## config.mk

```make
export PLATFORM = sky130hd
export DESIGN_NAME = contiguous_reserve_ring_buffer_top
export DESIGN_NICKNAME = d
export VERILOG_FILES = /design/src/rtl/crrb_pkg.sv /design/src/rtl/crrb_core.sv /design/src/rtl/contiguous_reserve_ring_buffer_top.sv
export SDC_FILE = /design/constraint.sdc
export NUM_CORES = 1
export LEC_CHECK = 0
export ABC_AREA = 1
export ABC_CLOCK_PERIOD_IN_PS = 8870
export BUFFER_PORTS_ARGS = -buffer_cell sky130_fd_sc_hd__buf_4
export CELL_PAD_IN_SITES_DETAIL_PLACEMENT = 0
export CELL_PAD_IN_SITES_GLOBAL_PLACEMENT = 1
export CORE_AREA = 2 2 166 168
export DETAILED_ROUTE_END_ITERATION = 8
export DIE_AREA = 0 0 168 170
export PLACE_DENSITY = 0.5
export SETUP_SLACK_MARGIN = 0.3
export SLEW_MARGIN = 20
export SYNTH_ARGS = -nofsm -noshare
export SYNTH_HDL_FRONTEND = slang
export SYNTH_SLANG_ARGS = --single-unit
```

## constraint.sdc

```tcl
create_clock -name clock -period 8.87 [get_ports clock]
set_input_delay 2.2175 -clock clock [delete_from_list [all_inputs] [get_ports clock]]
set_output_delay 2.2175 -clock clock [all_outputs]
set_load 0.01 [all_outputs]
```

## src/rtl/crrb_pkg.sv

```systemverilog
// shared types and constants for the contiguous-reserve ring pointer engine
// no dependencies; used by every module under rtl
package crrb_pkg;

   // ring size in bytes (4096); the offset and count fields take their 12-bit width from it
   localparam int RING_BYTES = 4096;
   localparam int OFS_W      = $clog2(RING_BYTES);
   localparam int SPAN_W     = OFS_W + 1;

   // request codes
   typedef enum logic [1:0] {
      ACT_RESERVE = 2'd0,
      ACT_COMMIT  = 2'd1,
      ACT_PEEK    = 2'd2,
      ACT_CONSUME = 2'd3
   } action_type;

   // one request transaction
   typedef struct packed {
      action_type        action;
      logic [OFS_W-1:0]  byte_count;
   } req_type;

   // one response transaction
   typedef struct packed {
      logic              granted;
      logic [OFS_W-1:0]  offset;
      logic [OFS_W-1:0]  bytes_available;
   } rsp_type;

endpackage

```

## src/rtl/crrb_core.sv

```systemverilog
// offset registers and the combinational reserve/commit/peek/consume logic
// depends on crrb_pkg
module crrb_core
   import crrb_pkg::*;
(
   input  logic    clock,
   input  logic    reset,
   input  logic    fire,
   input  req_type req,
   output rsp_type rsp
);

   logic [OFS_W-1:0]  wr_ff, wr_in;
   logic [OFS_W-1:0]  rd_ff, rd_in;
   logic [OFS_W-1:0]  end_ff, end_in;
   logic [SPAN_W-1:0] tail;
   logic [SPAN_W-1:0] free_bytes;
   logic [SPAN_W-1:0] count_ext;

   assign count_ext = {1'b0, req.byte_count};
   assign tail      = SPAN_W'(RING_BYTES) - {1'b0, wr_ff};

   // next offsets and the response for the transaction in the input register
   always_comb begin
      wr_in      = wr_ff;
      rd_in      = rd_ff;
      end_in     = end_ff;
      free_bytes = '0;
      rsp        = '{granted: 1'b1, offset: '0, bytes_available: '0};
      case (req.action)
         ACT_RESERVE: begin
            // tail free space, or wrap to the front when the tail is too short
            if (rd_ff <= wr_ff) begin
               free_bytes = tail;
               if (tail <= count_ext) begin
                  end_in = wr_ff;
                  if (rd_ff != '0) begin
                     wr_in      = '0;
                     free_bytes = {1'b0, rd_ff};
                  end
               end
            end else begin
               free_bytes = {1'b0, rd_ff} - {1'b0, wr_ff};
            end
            if (free_bytes > count_ext) begin
               rsp.offset = wr_in;
            end else begin
               rsp.granted = 1'b0;
            end
         end
         ACT_COMMIT: begin
            wr_in = wr_ff + req.byte_count;
         end
         ACT_PEEK: begin
            // readable span up to the end mark, else roll the reader to 0
            if (wr_ff < rd_ff) begin
               if (end_ff > rd_ff) begin
                  rsp.bytes_available = end_ff - rd_ff;
                  rsp.offset          = rd_ff;
               end else begin
                  rd_in               = '0;
                  rsp.bytes_available = wr_ff;
                  rsp.offset          = '0;
               end
            end else begin
               rsp.bytes_available = wr_ff - rd_ff;
               rsp.offset          = rd_ff;
            end
         end
         ACT_CONSUME: begin
            rd_in = rd_ff + req.byte_count;
         end
         default: begin
            rsp = '{granted: 1'b1, offset: '0, bytes_available: '0};
         end
      endcase
   end

   // offset state
   always_ff @(posedge clock) begin
      if (reset) begin
         wr_ff  <= '0;
         rd_ff  <= '0;
         end_ff <= '0;
      end else if (fire) begin
         wr_ff  <= wr_in;
         rd_ff  <= rd_in;
         end_ff <= end_in;
      end
   end

endmodule

```

## src/rtl/contiguous_reserve_ring_buffer_top.sv

```systemverilog
// a request accepted into the request register moves on to the response register once that has room
// throughput: one request per cycle, limited only by the response side stalling
// the offset update sits between the request register and the response register
// reset (synchronous, active high) clears the write, read and end offsets to 0
// and empties both registers; no request is lost or repeated across a stall
// depends on crrb_pkg and crrb_core
module contiguous_reserve_ring_buffer_top
   import crrb_pkg::*;
(
   input  logic    clock,
   input  logic    reset,
   input  logic    req_valid,
   output logic    req_stall,
   input  req_type req_data,
   output logic    rsp_valid,
   input  logic    rsp_stall,
   output rsp_type rsp_data
);

   logic    in_vld_ff, in_vld_in;
   req_type in_req_ff;
   logic    out_vld_ff, out_vld_in;
   rsp_type out_rsp_ff;
   rsp_type core_rsp;
   logic    advance;
   logic    req_take;
   logic    rsp_take;

   // move the held request into the response register when it has room
   assign advance   = in_vld_ff && (!out_vld_ff || !rsp_stall);
   assign req_stall = in_vld_ff && !advance;
   assign req_take  = req_valid && !req_stall;
   assign rsp_take  = out_vld_ff && !rsp_stall;

   assign in_vld_in  = req_take ? 1'b1 : (advance ? 1'b0 : in_vld_ff);
   assign out_vld_in = advance ? 1'b1 : (rsp_take ? 1'b0 : out_vld_ff);

   crrb_core u_core (
      .clock (clock),
      .reset (reset),
      .fire  (advance),
      .req   (in_req_ff),
      .rsp   (core_rsp)
   );

   // request and response valid flags
   always_ff @(posedge clock) begin
      if (reset) begin
         in_vld_ff  <= 1'b0;
         out_vld_ff <= 1'b0;
      end else begin
         in_vld_ff  <= in_vld_in;
         out_vld_ff <= out_vld_in;
      end
   end

   // payload registers
   always_ff @(posedge clock) begin
      if (req_take) begin
         in_req_ff <= req_data;
      end
      if (advance) begin
         out_rsp_ff <= core_rsp;
      end
   end

   assign rsp_valid = out_vld_ff;
   assign rsp_data  = out_rsp_ff;

endmodule

```

# == Word-level counts from Yosys, hierarchy flattened ==
# Index checks and enable logic that the tools add are counted.
# word_totals
ramBits,0
memories,0
elab_cells,64
rom_bits,0
regBits,77
latchBits,0
out_inout_bits,27
in_bits,18
# classes
shift,0
multipliers,0
div_mod_pow,0
magnitude_cmp,5
eq_ne,5
mux,20
reduce_logical,18
bitwise,0
n_addsub,6
# op_table
operator,n
$mux W12,6
$pmux W12 S2,3
$mux W13,4
$mux W24,2
$add A12 B12 Y12,2
$sub A12 B12 Y12,2
$gt A13 B12 Y1,1
$le A13 B12 Y1,1
$sub A12 B12 Y13,1
$sub A13 B12 Y13 const A,1
$gt A12 B12 Y1,1
$le A12 B12 Y1,1
$lt A12 B12 Y1,1
$reduce_bool A12 Y1,1
$reduce_and A4 Y1,2
$reduce_bool A2 Y1,4
$mux W1,5
$eq A2 B2 Y1 const B,2
$logic_and A1 B1 Y1,4
$logic_not A1 Y1,4
$eq A2 B1 Y1 const B,1
$logic_not A2 Y1,1
$ne A2 B1 Y1 const B,1
$ne A2 B2 Y1 const B,1
other kinds (2),2

# == Depth between registers and ports, before layout ==
# Gate-level depths: netlist (run 1).
# logic_depth
ltp_word,8
depth_mapped,35
mapped_depth_nobuf,33

# == Hierarchy ==
# From an unflattened synthesis (run 1), not the netlist that was laid out.
# hier_totals
hier_cells,997
hier_area_um2,7165.6
# modules_own_cells
module,area_per_inst_um2,n_inst,cells_per_inst,seq_area_each_um2
crrb_core,5903.2,1,946,720.7
contiguous_reserve_ring_buffer_top,1262.5,1,51,1211.2

# == Worst setup path before layout (run 1) ==
# Ideal clock, no wire load.
# synth_timing
path_type,in2out
from,input rsp_stall
to,output req_stall
n_path_buf,0
path_slack_ns,4.173
arrival_ns,2.480
path_stages,2
required_time_ns,6.653
cell_sequence,nand2_1 nor2_1
# synth_between
elab_chain_cells,5
# synth_rtl
element,line_no,rtl
start: declaration,contiguous_reserve_ring_buffer_top.sv:16,"input logic rsp_stall,"
$logic_not A1 Y1,contiguous_reserve_ring_buffer_top.sv:30,assign advance = in_vld_ff && (!out_vld_ff || !rsp_stall);
$logic_or A1 B1 Y1,contiguous_reserve_ring_buffer_top.sv:30,
$logic_and A1 B1 Y1,contiguous_reserve_ring_buffer_top.sv:30,
$logic_not A1 Y1,contiguous_reserve_ring_buffer_top.sv:31,assign req_stall = in_vld_ff && !advance;
$logic_and A1 B1 Y1,contiguous_reserve_ring_buffer_top.sv:31,
end: declaration,contiguous_reserve_ring_buffer_top.sv:13,"output logic req_stall,"
# Every way passes these cells.

==> qor.log, run 1 <==
INFO  status         run_status=completed
INFO  power          power.combinational.fraction=36.7%
INFO  floorplanning  std_cell_rows=60
INFO  setup_path     regToRegEndpoint=rsp_data[20]
INFO  floorplanning  fp.dieArea=28,600µm²
INFO  sta            fin_tns_setup=0ns
INFO  cts            cts_repair_resize_count=0
INFO  cts            cts_inserted_buffers=9
INFO  power          pwr-share-seq=32.8%
INFO  setup_path     cp_data_arrival_time=5.74ns
INFO  min_path       min_delay_worst_endpoint=u_core.end_ff[9]
INFO  yosys          postSynthCellCount=997
INFO  sta            hold_slack=0.473ns
INFO  route          drt-initial-drc-count=425
INFO  floorplanning  pin_count=45
INFO  cts            clkLatencyLatePin=0.36ns
INFO  sta            max-slew-margin-rel=46.7%
INFO  setup_path     worst-endpoint-required=8.99ns
INFO  power          power.leakage=3.82nW
INFO  placed_design  gp_congestion=0.832
INFO  sta            drv_slew=0
INFO  setup_path     path_class=reg -> reg
INFO  yosys          async_reset_ff_share=0%
INFO  sta            report.final.setup_viol=0
INFO  route          route.vias.total=6,691
INFO  global_routing first_global_vias=6,557
INFO  sta            fin_crit_sh=63.4%
INFO  setup_path     timing.critical_path.from_type=register
INFO  route          first_pass_iters=4
INFO  sta            clock_skew=0.0139ns
INFO  setup_path     reg2reg_depth=30
INFO  cts            cts_setup_buffers=0
INFO  min_path       hold_path_class=reg -> reg
INFO  floorplanning  core=26,700µm²
INFO  cts            cts.hold.buffers_added=0
INFO  yosys          ys_seq_elements=77
INFO  yosys          ys.flop_type=edfxtp_1
INFO  setup_path     reg2reg_setup_slack=3.25ns
INFO  yosys          avgSynthCellArea=7.17µm²
INFO  setup_path     critical_path.endpoint_type=register
INFO  yosys          yosysWarningCount=0
INFO  setup_path     critPathMaxFanout=15
INFO  route          vias_per_cell=4.86
INFO  power          power_per_cell_area=154nW/µm²
INFO  sta            grt_setup_unrepaired=no
INFO  finish         number_of_nets_at_the_end_of_the_flow=1,138
INFO  finish         finalInstanceArea=8100µm²
INFO  yosys          syn-cell-area=7150µm²
INFO  floorplanning  start_util=26.8%
INFO  setup_path     critical-path-top-delay-family=simple AND/OR/NAND/NOR gates
INFO  yosys          ys_seq_area_share=27.0%
INFO  cts            buffer_levels_on_the_longest_clock_path=2
INFO  placed_design  estimated_wirelength_of_the_detail_placed_design=21,200µm
INFO  global_routing grt_max_degree=39
INFO  cts            cts_num_sinks=77
INFO  placed_design  buffer_ports.inserted=44
INFO  power          internal-power=0.000735W
INFO  finish         final_layout_size_suffix_gt1_share=11.4%
INFO  placed_design  pre_cts_ws=3.30ns
INFO  route          post-route-drc-count=0
INFO  cts            cts.root.buffer_cell=clkbuf_16
INFO  min_path       min_path_cells=2
INFO  min_path       worstHoldStart=u_core.end_ff[9]
INFO  sta            fin_crit=5.62ns
INFO  sta            final_hold_vios=0
INFO  global_routing grt_antenna_before_repair=0
INFO  route          avgRoutedWirePerCell=19.8µm
INFO  cts            path_clk_slew=0.07ns
INFO  sta            worst_slew_pin_slew=0.796ns
INFO  setup_path     r2r_start=u_core.wr_ff[1]
INFO  setup_path     critPathMaxStageDelay=0.42ns
INFO  power          switching_power=0.000511W
INFO  yosys          synth_cell_type_count=49
INFO  floorplanning  chipHeight=170µm
INFO  route          post_route_antenna_net_violation_count=0
INFO  setup_path     number_of_buffer_and_inverter_instances_along_the_worst_setup_path=2
INFO  power          p_sw_share=41.0%
INFO  power          peakVddDrop=0.0000860V
INFO  finish         flow.area_growth_from_synthesis=13.2%
INFO  global_routing wire_length_of_the_first_global_routing_pass=40,300µm
INFO  global_routing globalRoute.totalOverflow=0
INFO  placed_design  postPlaceCellArea=7810µm²
INFO  yosys          synth_edf_count=39
INFO  sta            max_freq=0.178GHz
INFO  global_routing grtUsageTotal=19.3%
INFO  floorplanning  die_width=168µm
INFO  run            maxCapViolCount=0
INFO  sta            layout_setup_ws=3.25ns
INFO  cts            cts-htree-levels=3
INFO  finish         antennaDiodeCount=0
INFO  route          drt-total-wl=27,200µm
INFO  power          pwr-share-clk=30.6%
INFO  setup_path     most_numerous_cell_on_the_critical_path=nand2_1
INFO  finish         layout.cells.most_common=nand2_1
INFO  setup_path     critical-path-slowest-cell=dfxtp_1
INFO  finish         final_cell_mix=237 x nand2_1, 126 x inv_1, 99 x a21oi_1, 83 x ha_1, 63 x nor2_1
INFO  cts            tritoncts=built
INFO  yosys          synth_nets=1,103
==> flip-flops by register name, summed over array words and instances, names as in the netlist <==
| register | flops |
|---|---|
| rsp_data | 25 |
| in_req_ff | 14 |
| u_core.end_ff | 12 |
| u_core.rd_ff | 12 |
| u_core.wr_ff | 12 |
| in_vld_ff | 1 |
| rsp_valid | 1 |
==> logic make-up after synthesis <==
family | after synthesis | share of synthesized area, %
compound gates | 200 | 15.9
xor+xnor | 44 | 5.39
fa+ha+maj | 88 | 15.9
buf+inv | 164 | 9.49
flops | 77 | 27.0
simple gates | 424 | 26.3
==> power by group through the flow <==
stage / logic (W) / clock network [W] / registers, W
6_report: 0.000457 / 0.000381 / 0.000408
5_1_grt: 0.000513 / 0.000406 / 0.000410
4_1_cts: 0.000457 / 0.000393 / 0.000409
3_5_place_dp: 0.000454 / 0 / 0.000417
3_3_place_gp: 0.000461 / 0 / 0.000417
2_1_floorplan: 0.000330 / 0 / 0.000409
==> routing by layer <==
metal | routed length [µm] | vias up | part of all wire, % | GRT usage (%)
li1 | - | 3382 | - | -
met1 | 12900 | 3161 | 47 | 25.3
met2 | 12900 | 122 | 47 | 33.1
met3 | 964 | 26 | 3.5 | 2.74
met4 | 489 | 0 | 1.8 | 5.48
met5 | 0 | - | 0 | 0
==> worst max-delay path by stage <==
stage	endpoint	cells past startpoint	from	slack [ns]
2_1_floorplan	req_stall	2	rsp_stall	4.17
3_3_place_gp	rsp_data[23]	30	u_core.wr_ff[1]	3.38
3_5_place_dp	rsp_data[12]	30	u_core.wr_ff[1]	3.30
4_1_cts	rsp_data[20]	30	u_core.wr_ff[1]	3.27
5_1_grt	rsp_data[12]	30	u_core.wr_ff[1]	2.73
6_report	rsp_data[20]	30	u_core.wr_ff[1]	3.25
==> per-stage QoR <==
step | total power, W | utilization, % | cells
5_1_grt | 0.00133 | 30.4 | 1378
6_report | 0.00125 | 30.4 | 1378
4_1_cts | 0.00126 | 30.4 | 1378
3_3_place_gp | 0.000878 | 29.3 | 1362
2_1_floorplan | 0.000739 | - | 997
3_5_place_dp | 0.000871 | 29.3 | 1362
==> cell type report <==
type | instances | area [µm²]
timing repair buffer | 54 | 405
tap | 341 | 427
sequential | 77 | 1930
fill | 2979 | 18600
clock buffer | 9 | 225
inverter | 134 | 503
clock inverter | 7 | 61.3
multi-input combinational | 756 | 4540
==> worst reg2reg max path: cells and delay by family (launching register included) <==
kind / cells / cell delay (ns)
AOI/OAI and AO/OA: 4 / 0.61
buffers and inverters: 2 / 0.64
xor gates and xnor gates: 1 / 0.34
DFF: 1 / 0.42
and+or+nand+nor: 21 / 2.91
adders and majority gates: 2 / 0.45
==> synth_stat cells (2+ instances only) <==
master | instances | area (µm²)
nand2_1 | 237 | 890
inv_1 | 126 | 473
a21oi_1 | 99 | 495
ha_1 | 83 | 1040
nor2_1 | 64 | 240
nand3_1 | 55 | 275
edfxtp_1 | 39 | 1170
dfxtp_1 | 38 | 761
o21ai_0 | 38 | 190
xor2_1 | 36 | 315
buf_2 | 13 | 65.1
nand2_2 | 13 | 81.3
nand3b_1 | 13 | 97.6
nor3_1 | 10 | 50.1
o22ai_1 | 10 | 62.6
clkbuf_1 | 9 | 33.8
o21bai_1 | 9 | 67.6
or2_2 | 9 | 56.3
a31oi_1 | 8 | 50.1
xnor2_1 | 8 | 70.1
inv_2 | 7 | 26.3
o211ai_1 | 7 | 52.6
o21a_1 | 7 | 52.6
o21ai_1 | 7 | 35.0
nor2_2 | 6 | 37.5
a21o_1 | 5 | 37.5
fa_1 | 5 | 100
buf_6 | 4 | 45.0
nand4_1 | 4 | 25.0
nor4_1 | 4 | 25.0
buf_4 | 3 | 22.5
a21oi_2 | 2 | 17.5
nand2_4 | 2 | 22.5
nor2_4 | 2 | 22.5
(Power assumes the default switching activity.)
==> run 2, diff against run 1 <==
--- a/config.mk
+++ b/config.mk
@@ -6,7 +6,7 @@
 export NUM_CORES = 1
 export LEC_CHECK = 0
 export ABC_AREA = 1
-export ABC_CLOCK_PERIOD_IN_PS = 8870
+export ABC_CLOCK_PERIOD_IN_PS = 5300
 export BUFFER_PORTS_ARGS = -buffer_cell sky130_fd_sc_hd__buf_4
 export CELL_PAD_IN_SITES_DETAIL_PLACEMENT = 0
 export CELL_PAD_IN_SITES_GLOBAL_PLACEMENT = 1
==> constraint.sdc (replaced) <==
create_clock -name clock -period 5.3 [get_ports clock]
set_input_delay 1.325 -clock clock [delete_from_list [all_inputs] [get_ports clock]]
set_output_delay 1.325 -clock clock [all_outputs]
set_load 0.01 [all_outputs]
==> run 2 against run 1 <==
  * Cell area increased by 2.8%
  * Maximum frequency increased by 25%
  * Largest cell class unchanged
  * Highest routed layer unchanged
  * Critical path type unchanged
  * Hold slack got worse by 0.0042 ns
  * Utilization increased by 0.84 points
==> qor.log, run 2 (synthesized netlist as in run 1, its figures left out) <==
INFO  status         run_status=completed
INFO  run            maxCapViolCount=0 [unchanged]
INFO  cts            path_clk_slew=0.08ns [about the same]
INFO  cts            cts_num_sinks=77 [unchanged]
INFO  sta            clock_skew=0.0158ns [+0.00187 ns]
INFO  finish         final_layout_size_suffix_gt1_share=14.1% [+2.7 points]
INFO  floorplanning  pin_count=45 [unchanged]
INFO  route          drt-total-wl=28,100µm [+3.0%]
INFO  sta            grt_setup_unrepaired=no
INFO  setup_path     path_class=reg -> reg
INFO  cts            cts-htree-levels=3 [unchanged]
INFO  route          vias_per_cell=4.79 [-1.3%]
INFO  global_routing globalRoute.totalOverflow=0 [unchanged]
INFO  power          power_per_cell_area=259nW/µm² [+68%]
INFO  sta            report.final.setup_viol=0 [unchanged]
INFO  sta            max_freq=0.221GHz [+25%]
INFO  setup_path     critPathMaxFanout=15 [unchanged]
INFO  setup_path     number_of_buffer_and_inverter_instances_along_the_worst_setup_path=3 [+1]
INFO  route          post_route_antenna_net_violation_count=0 [unchanged]
INFO  power          peakVddDrop=0.000117V [+37%]
INFO  cts            buffer_levels_on_the_longest_clock_path=2 [unchanged]
INFO  setup_path     worst-endpoint-required=5.42ns [-3.57 ns]
INFO  setup_path     timing.critical_path.from_type=register
INFO  floorplanning  start_util=26.8% [unchanged]
INFO  sta            fin_crit=4.52ns [-1.11 ns]
INFO  setup_path     critical_path.endpoint_type=register
INFO  sta            fin_tns_setup=0ns [unchanged]
INFO  floorplanning  core=26,700µm² [unchanged]
INFO  floorplanning  die_width=168µm [unchanged]
INFO  global_routing grt_antenna_before_repair=0 [unchanged]
INFO  finish         final_cell_mix=237 x nand2_1, 123 x inv_1, 99 x a21oi_1, 82 x ha_1, 74 x buf_4
INFO  cts            cts_inserted_buffers=9 [unchanged]
INFO  global_routing grt_max_degree=39 [unchanged]
INFO  placed_design  buffer_ports.inserted=44 [unchanged]
INFO  setup_path     critical-path-slowest-cell=dfxtp_1
INFO  route          drt-initial-drc-count=471 [+11%]
INFO  global_routing first_global_vias=6,597 [+0.61%]
INFO  setup_path     critical-path-top-delay-family=simple AND/OR/NAND/NOR gates
INFO  floorplanning  chipHeight=170µm [unchanged]
INFO  sta            hold_slack=0.469ns [-0.00417 ns]
INFO  finish         flow.area_growth_from_synthesis=16.4%
INFO  placed_design  estimated_wirelength_of_the_detail_placed_design=22,400µm [+5.7%]
INFO  finish         antennaDiodeCount=0 [unchanged]
INFO  floorplanning  std_cell_rows=60 [unchanged]
INFO  route          first_pass_iters=6 [+2]
INFO  sta            fin_crit_sh=85.2% [+22 points]
INFO  cts            cts.hold.buffers_added=0 [unchanged]
INFO  floorplanning  fp.dieArea=28,600µm² [unchanged]
INFO  cts            clkLatencyLatePin=0.36ns [about the same]
INFO  global_routing wire_length_of_the_first_global_routing_pass=41,800µm [+3.8%]
INFO  route          avgRoutedWirePerCell=20.0µm [+1.4%]
INFO  setup_path     cp_data_arrival_time=4.64ns [-1.10 ns]
INFO  route          post-route-drc-count=0 [unchanged]
INFO  min_path       hold_path_class=reg -> reg
INFO  route          route.vias.total=6,708 [+0.25%]
INFO  placed_design  gp_congestion=0.913 [+9.7%]
INFO  power          power.leakage=3.94nW [+3.3%]
INFO  sta            worst_slew_pin_slew=0.725ns [-0.0716 ns]
INFO  sta            drv_slew=0 [unchanged]
INFO  sta            max-slew-margin-rel=51.5% [+4.8 points]
INFO  sta            final_hold_vios=0 [unchanged]
INFO  global_routing grtUsageTotal=20.1% [+0.77 points]
INFO  finish         fillerInstances=2,895 [-2.8%]
INFO  finish         layout.cells.most_common=nand2_1
INFO  finish         number_of_nets_at_the_end_of_the_flow=1,160 [+1.9%]
INFO  finish         largest_register_ffs=25 [unchanged]
INFO  cts            tritoncts=built
INFO  setup_path     most_numerous_cell_on_the_critical_path=nand2_1
INFO  cts            cts.root.buffer_cell=clkbuf_16
INFO  setup_path     critPathMaxStageDelay=0.34ns [-0.08 ns]
## run 2: final timing paths
check                    startpoint           endpoint  slack (ns)  cells after the start
setup / recovery    u_core.wr_ff[1]       rsp_data[13]        0.78                     31
hold / removal    u_core.end_ff[10]  u_core.end_ff[10]        0.47                      2
setup reg to reg    u_core.wr_ff[1]       rsp_data[13]        0.78                     31
hold reg to reg   u_core.end_ff[10]  u_core.end_ff[10]        0.47                      2
## run 2: cell type report
type	instances	area [µm²]	area share (%)
multi-input cells	756	4570	55.0
inverters	134	509	6.12
well taps	341	427	5.13
repair buffers	75	567	6.81
clock buffers	9	225	2.71
clock inverters	7	80.1	0.963
flip-flops and latches	77	1930	23.2
repair inverters	1	5.00	0.0602
## run 2: stage by stage
stage	cells	util [%]	instance area [µm²]	total power (W)	setup slack [ns]
2_1_floorplan	997	-	7150	0.00124	1.17
3_5_place_dp	1381	29.8	7950	0.00146	0.318
4_1_cts	1397	31.0	8260	0.00215	0.339
3_3_place_gp	1381	29.8	7950	0.00147	0.438
5_1_grt	1400	31.2	8320	0.00229	0.343
6_report	1400	31.2	8320	0.00215	0.784
## run 2: where the power goes
part	switching (W)	leakage [nW]	total, W	internal (W)
Sequential	0.0000220	0.682	0.000674	0.000652
Clock	0.000311	0.149	0.000684	0.000374
Combinational	0.000528	3.11	0.000793	0.000265
## run 2: routing by layer
layer	up-vias	track usage [%]	routed length, µm
li1	3423	-	-
met1	3131	26.9	13300
met2	127	34.1	13100
met3	27	2.44	1020
met4	0	5.56	614
met5	-	0	0
## run 2: what timing repair did
action | CTS | global route
buffers inserted | 0 | 2
endpoints found under the setup margin | 0 | 13
gates resized for setup | 0 | 14
## run 2: tightest hold or removal path, cell delays in order (launching register included)
cell and delay, ns:
dfxtp_1 0.31, nand2_1 0.06, a21oi_1 0.05
==> run 3, diff against run 2 <==
--- a/config.mk
+++ b/config.mk
@@ -7,13 +7,13 @@
 export LEC_CHECK = 0
 export ABC_AREA = 1
 export ABC_CLOCK_PERIOD_IN_PS = 5300
-export BUFFER_PORTS_ARGS = -buffer_cell sky130_fd_sc_hd__buf_4
 export CELL_PAD_IN_SITES_DETAIL_PLACEMENT = 0
 export CELL_PAD_IN_SITES_GLOBAL_PLACEMENT = 1
 export CORE_AREA = 2 2 166 168
 export DETAILED_ROUTE_END_ITERATION = 8
 export DIE_AREA = 0 0 168 170
-export PLACE_DENSITY = 0.5
+export DONT_BUFFER_PORTS = 1
+export PLACE_DENSITY = 0.48
 export SETUP_SLACK_MARGIN = 0.3
 export SLEW_MARGIN = 20
 export SYNTH_ARGS = -nofsm -noshare
==> run 3 against run 2 <==
  * Combinational power shrank 4.0%
  * Count of clock-buffer cells in the layout did not move
  * Sequential power rose by 1%
  * Via count shrank 2.2%
  * Maximum frequency decreased by 1.9%
  * Clock power down 5.4%
  * Register-to-register slack worse by 0.09 ns
==> qor.log, run 3 (synthesized netlist as in run 1, its figures left out) <==
INFO  sta            grt_setup_unrepaired=no
INFO  min_path       hold_path_class=reg -> reg
INFO  setup_path     reg2reg_setup_slack=0.70ns [-0.09 ns]
INFO  global_routing globalRoute.totalOverflow=0 [unchanged]
INFO  cts            cts-htree-levels=3 [unchanged]
INFO  route          avgRoutedWirePerCell=21.1µm [+5.3%]
INFO  cts            cts_num_sinks=77 [unchanged]
INFO  placed_design  postPlaceCellArea=7590µm² [-4.5%]
INFO  finish         antennaDiodeCount=0 [unchanged]
INFO  sta            drv_slew=0 [unchanged]
INFO  global_routing first_global_vias=6,631 [+0.52%]
INFO  setup_path     cp_data_arrival_time=4.73ns [+0.09 ns]
INFO  sta            clock_skew=0.0100ns [-0.00578 ns]
INFO  cts            path_clk_slew=0.07ns [about the same]
INFO  finish         layout.cells.most_common=nand2_1
INFO  setup_path     reg2reg_depth=28 [-9.7%]
INFO  finish         number_of_nets_at_the_end_of_the_flow=1,111 [-4.2%]
INFO  setup_path     regToRegEndpoint=rsp_data[15]
INFO  cts            tritoncts=built
INFO  finish         fillerInstances=2,930 [+1.2%]
INFO  sta            fin_crit=4.60ns [+0.0890 ns]
INFO  power          peakVddDrop=0.000119V [+1.5%]
INFO  floorplanning  chipHeight=170µm [unchanged]
INFO  placed_design  buffer_ports.inserted=0 [-100%]
INFO  setup_path     critical_path.endpoint=rsp_data[15]
INFO  sta            max_freq=0.217GHz [-1.9%]
INFO  route          first_pass_iters=5 [-1]
INFO  setup_path     path_class=reg -> reg
INFO  power          power_per_cell_area=264nW/µm² [+2.0%]
INFO  cts            buffer_levels_on_the_longest_clock_path=2 [unchanged]
INFO  sta            report.final.setup_viol=0 [unchanged]
INFO  finish         flow.area_growth_from_synthesis=11.0%
INFO  finish         final_cell_mix=236 x nand2_1, 124 x inv_1, 99 x a21oi_1, 83 x ha_1, 62 x nor2_1
INFO  global_routing wire_length_of_the_first_global_routing_pass=42,700µm [+2.1%]
INFO  cts            cts.root.buffer_cell=clkbuf_16
INFO  sta            worst_slew_pin_slew=0.757ns [+0.0324 ns]
INFO  sta            final_hold_vios=0 [unchanged]
INFO  placed_design  gp_congestion=0.870 [-4.7%]
INFO  setup_path     timing.critical_path.from_type=register
INFO  sta            fin_crit_sh=86.9% [+1.7 points]
INFO  floorplanning  pin_count=45 [unchanged]
INFO  route          post_route_antenna_net_violation_count=0 [unchanged]
INFO  power          power.leakage=3.70nW [-6.1%]
INFO  setup_path     r2r_start=u_core.wr_ff[5]
INFO  floorplanning  std_cell_rows=60 [unchanged]
INFO  status         run_status=completed
INFO  route          post-route-drc-count=0 [unchanged]
INFO  cts            cts.hold.buffers_added=0 [unchanged]
INFO  setup_path     critical_path.endpoint_type=register
INFO  cts            clkLatencyLatePin=0.37ns [about the same]
INFO  route          vias_per_cell=4.86 [+1.4%]
INFO  global_routing grt_max_degree=39 [unchanged]
INFO  power          p_total=0.00209W [-2.7%]
INFO  finish         final_layout_size_suffix_gt1_share=9.50% [-4.6 points]
INFO  setup_path     worst-endpoint-required=5.42ns [about the same]
INFO  floorplanning  fp.dieArea=28,600µm² [unchanged]
INFO  floorplanning  core=26,700µm² [unchanged]
INFO  run            maxCapViolCount=0 [unchanged]
INFO  setup_path     critPathMaxStageDelay=0.68ns [+0.34 ns]
INFO  cts            cts_inserted_buffers=9 [unchanged]
INFO  floorplanning  start_util=26.8% [unchanged]
INFO  finish         ff_latch_area=1930µm² [about the same]
INFO  route          route.vias.total=6,562 [-2.2%]
INFO  setup_path     critPathLaunch=u_core.wr_ff[5]
INFO  setup_path     critical-path-slowest-cell=dfxtp_1
INFO  setup_path     most_numerous_cell_on_the_critical_path=nand2_1
INFO  finish         largest_register_ffs=25 [unchanged]
INFO  floorplanning  die_width=168µm [unchanged]
INFO  sta            max-slew-margin-rel=49.3% [-2.2 points]
INFO  route          drt-initial-drc-count=439 [-6.8%]
INFO  route          drt-total-wl=28,500µm [+1.6%]
INFO  global_routing grtUsageTotal=20.5% [+0.46 points]
INFO  sta            fin_tns_setup=0ns [unchanged]
INFO  global_routing grt_antenna_before_repair=0 [unchanged]
INFO  finish         finalInstanceArea=7930µm² [-4.6%]
INFO  finish         multi_input_area=4560µm² [-0.25%]
INFO  setup_path     critPathMaxFanout=14 [-1]
INFO  placed_design  estimated_wirelength_of_the_detail_placed_design=22,600µm [+0.84%]
## run 3: layer usage
layer  vias up  part of all wire, %  track usage, %
li1       3326                    -               -
met3        29                  3.6            2.81
met4         0                  1.9            5.82
met1      3078                   47            27.1
met5         -                    0               0
met2       129                   47            35.0
## run 3: final cells by class
| class | count | area share [%] |
|---|---|---|
| multi-input combinational | 756 | 57.5 |
| clock buffer | 9 | 2.84 |
| tap | 341 | 5.38 |
| sequential | 77 | 24.3 |
| inverter | 134 | 6.39 |
| clock inverter | 7 | 0.836 |
| timing repair buffer | 27 | 2.71 |
## run 3: metrics by stage
stage | cells | utilization, % | worst slack (ns) | hold slack, ns
floorplan | 997 | - | 1.17 | 0.439
global placement | 1333 | 28.5 | 0.263 | 0.448
detailed placement | 1333 | 28.5 | 0.227 | 0.458
CTS | 1351 | 29.7 | 0.305 | 0.468
global route | 1351 | 29.8 | 0.317 | 0.490
finish | 1351 | 29.8 | 0.695 | 0.469
## run 3: how the worst min path moves through the flow
stage                                 from                to  slack, ns  cells after the start
after global placement    u_core.end_ff[0]  u_core.end_ff[0]       0.45                      2
after floorplan           u_core.end_ff[0]  u_core.end_ff[0]       0.44                      2
after CTS                 u_core.end_ff[0]  u_core.end_ff[0]       0.47                      2
after global routing      u_core.end_ff[0]  u_core.end_ff[0]       0.49                      2
final                     u_core.end_ff[2]  u_core.end_ff[2]       0.47                      2
after detailed placement  u_core.end_ff[2]  u_core.end_ff[2]       0.46                      2
## run 3: critical path, delay by kind of cell, from the launching register on
family	cells	cell delay [ns]
AND/OR/NAND/NOR	20	2.00
flip-flops	1	0.68
adder cells (fa/ha/maj)	2	0.56
AO/OA/AOI/OAI	3	0.48
buffers and inverters	2	0.41
XOR/XNOR	1	0.20
## run 3: where the power goes
group	internal [W]	switching, W	leakage (nW)
sequential	0.000652	0.0000317	0.682
combinational	0.000246	0.000515	2.89
clock	0.000328	0.000319	0.136
## run 3: timing repair
item / CTS / global route
gates resized for setup: 1 / 6
endpoints found under the setup margin: 12 / 13
setup buffers: 2 / 0
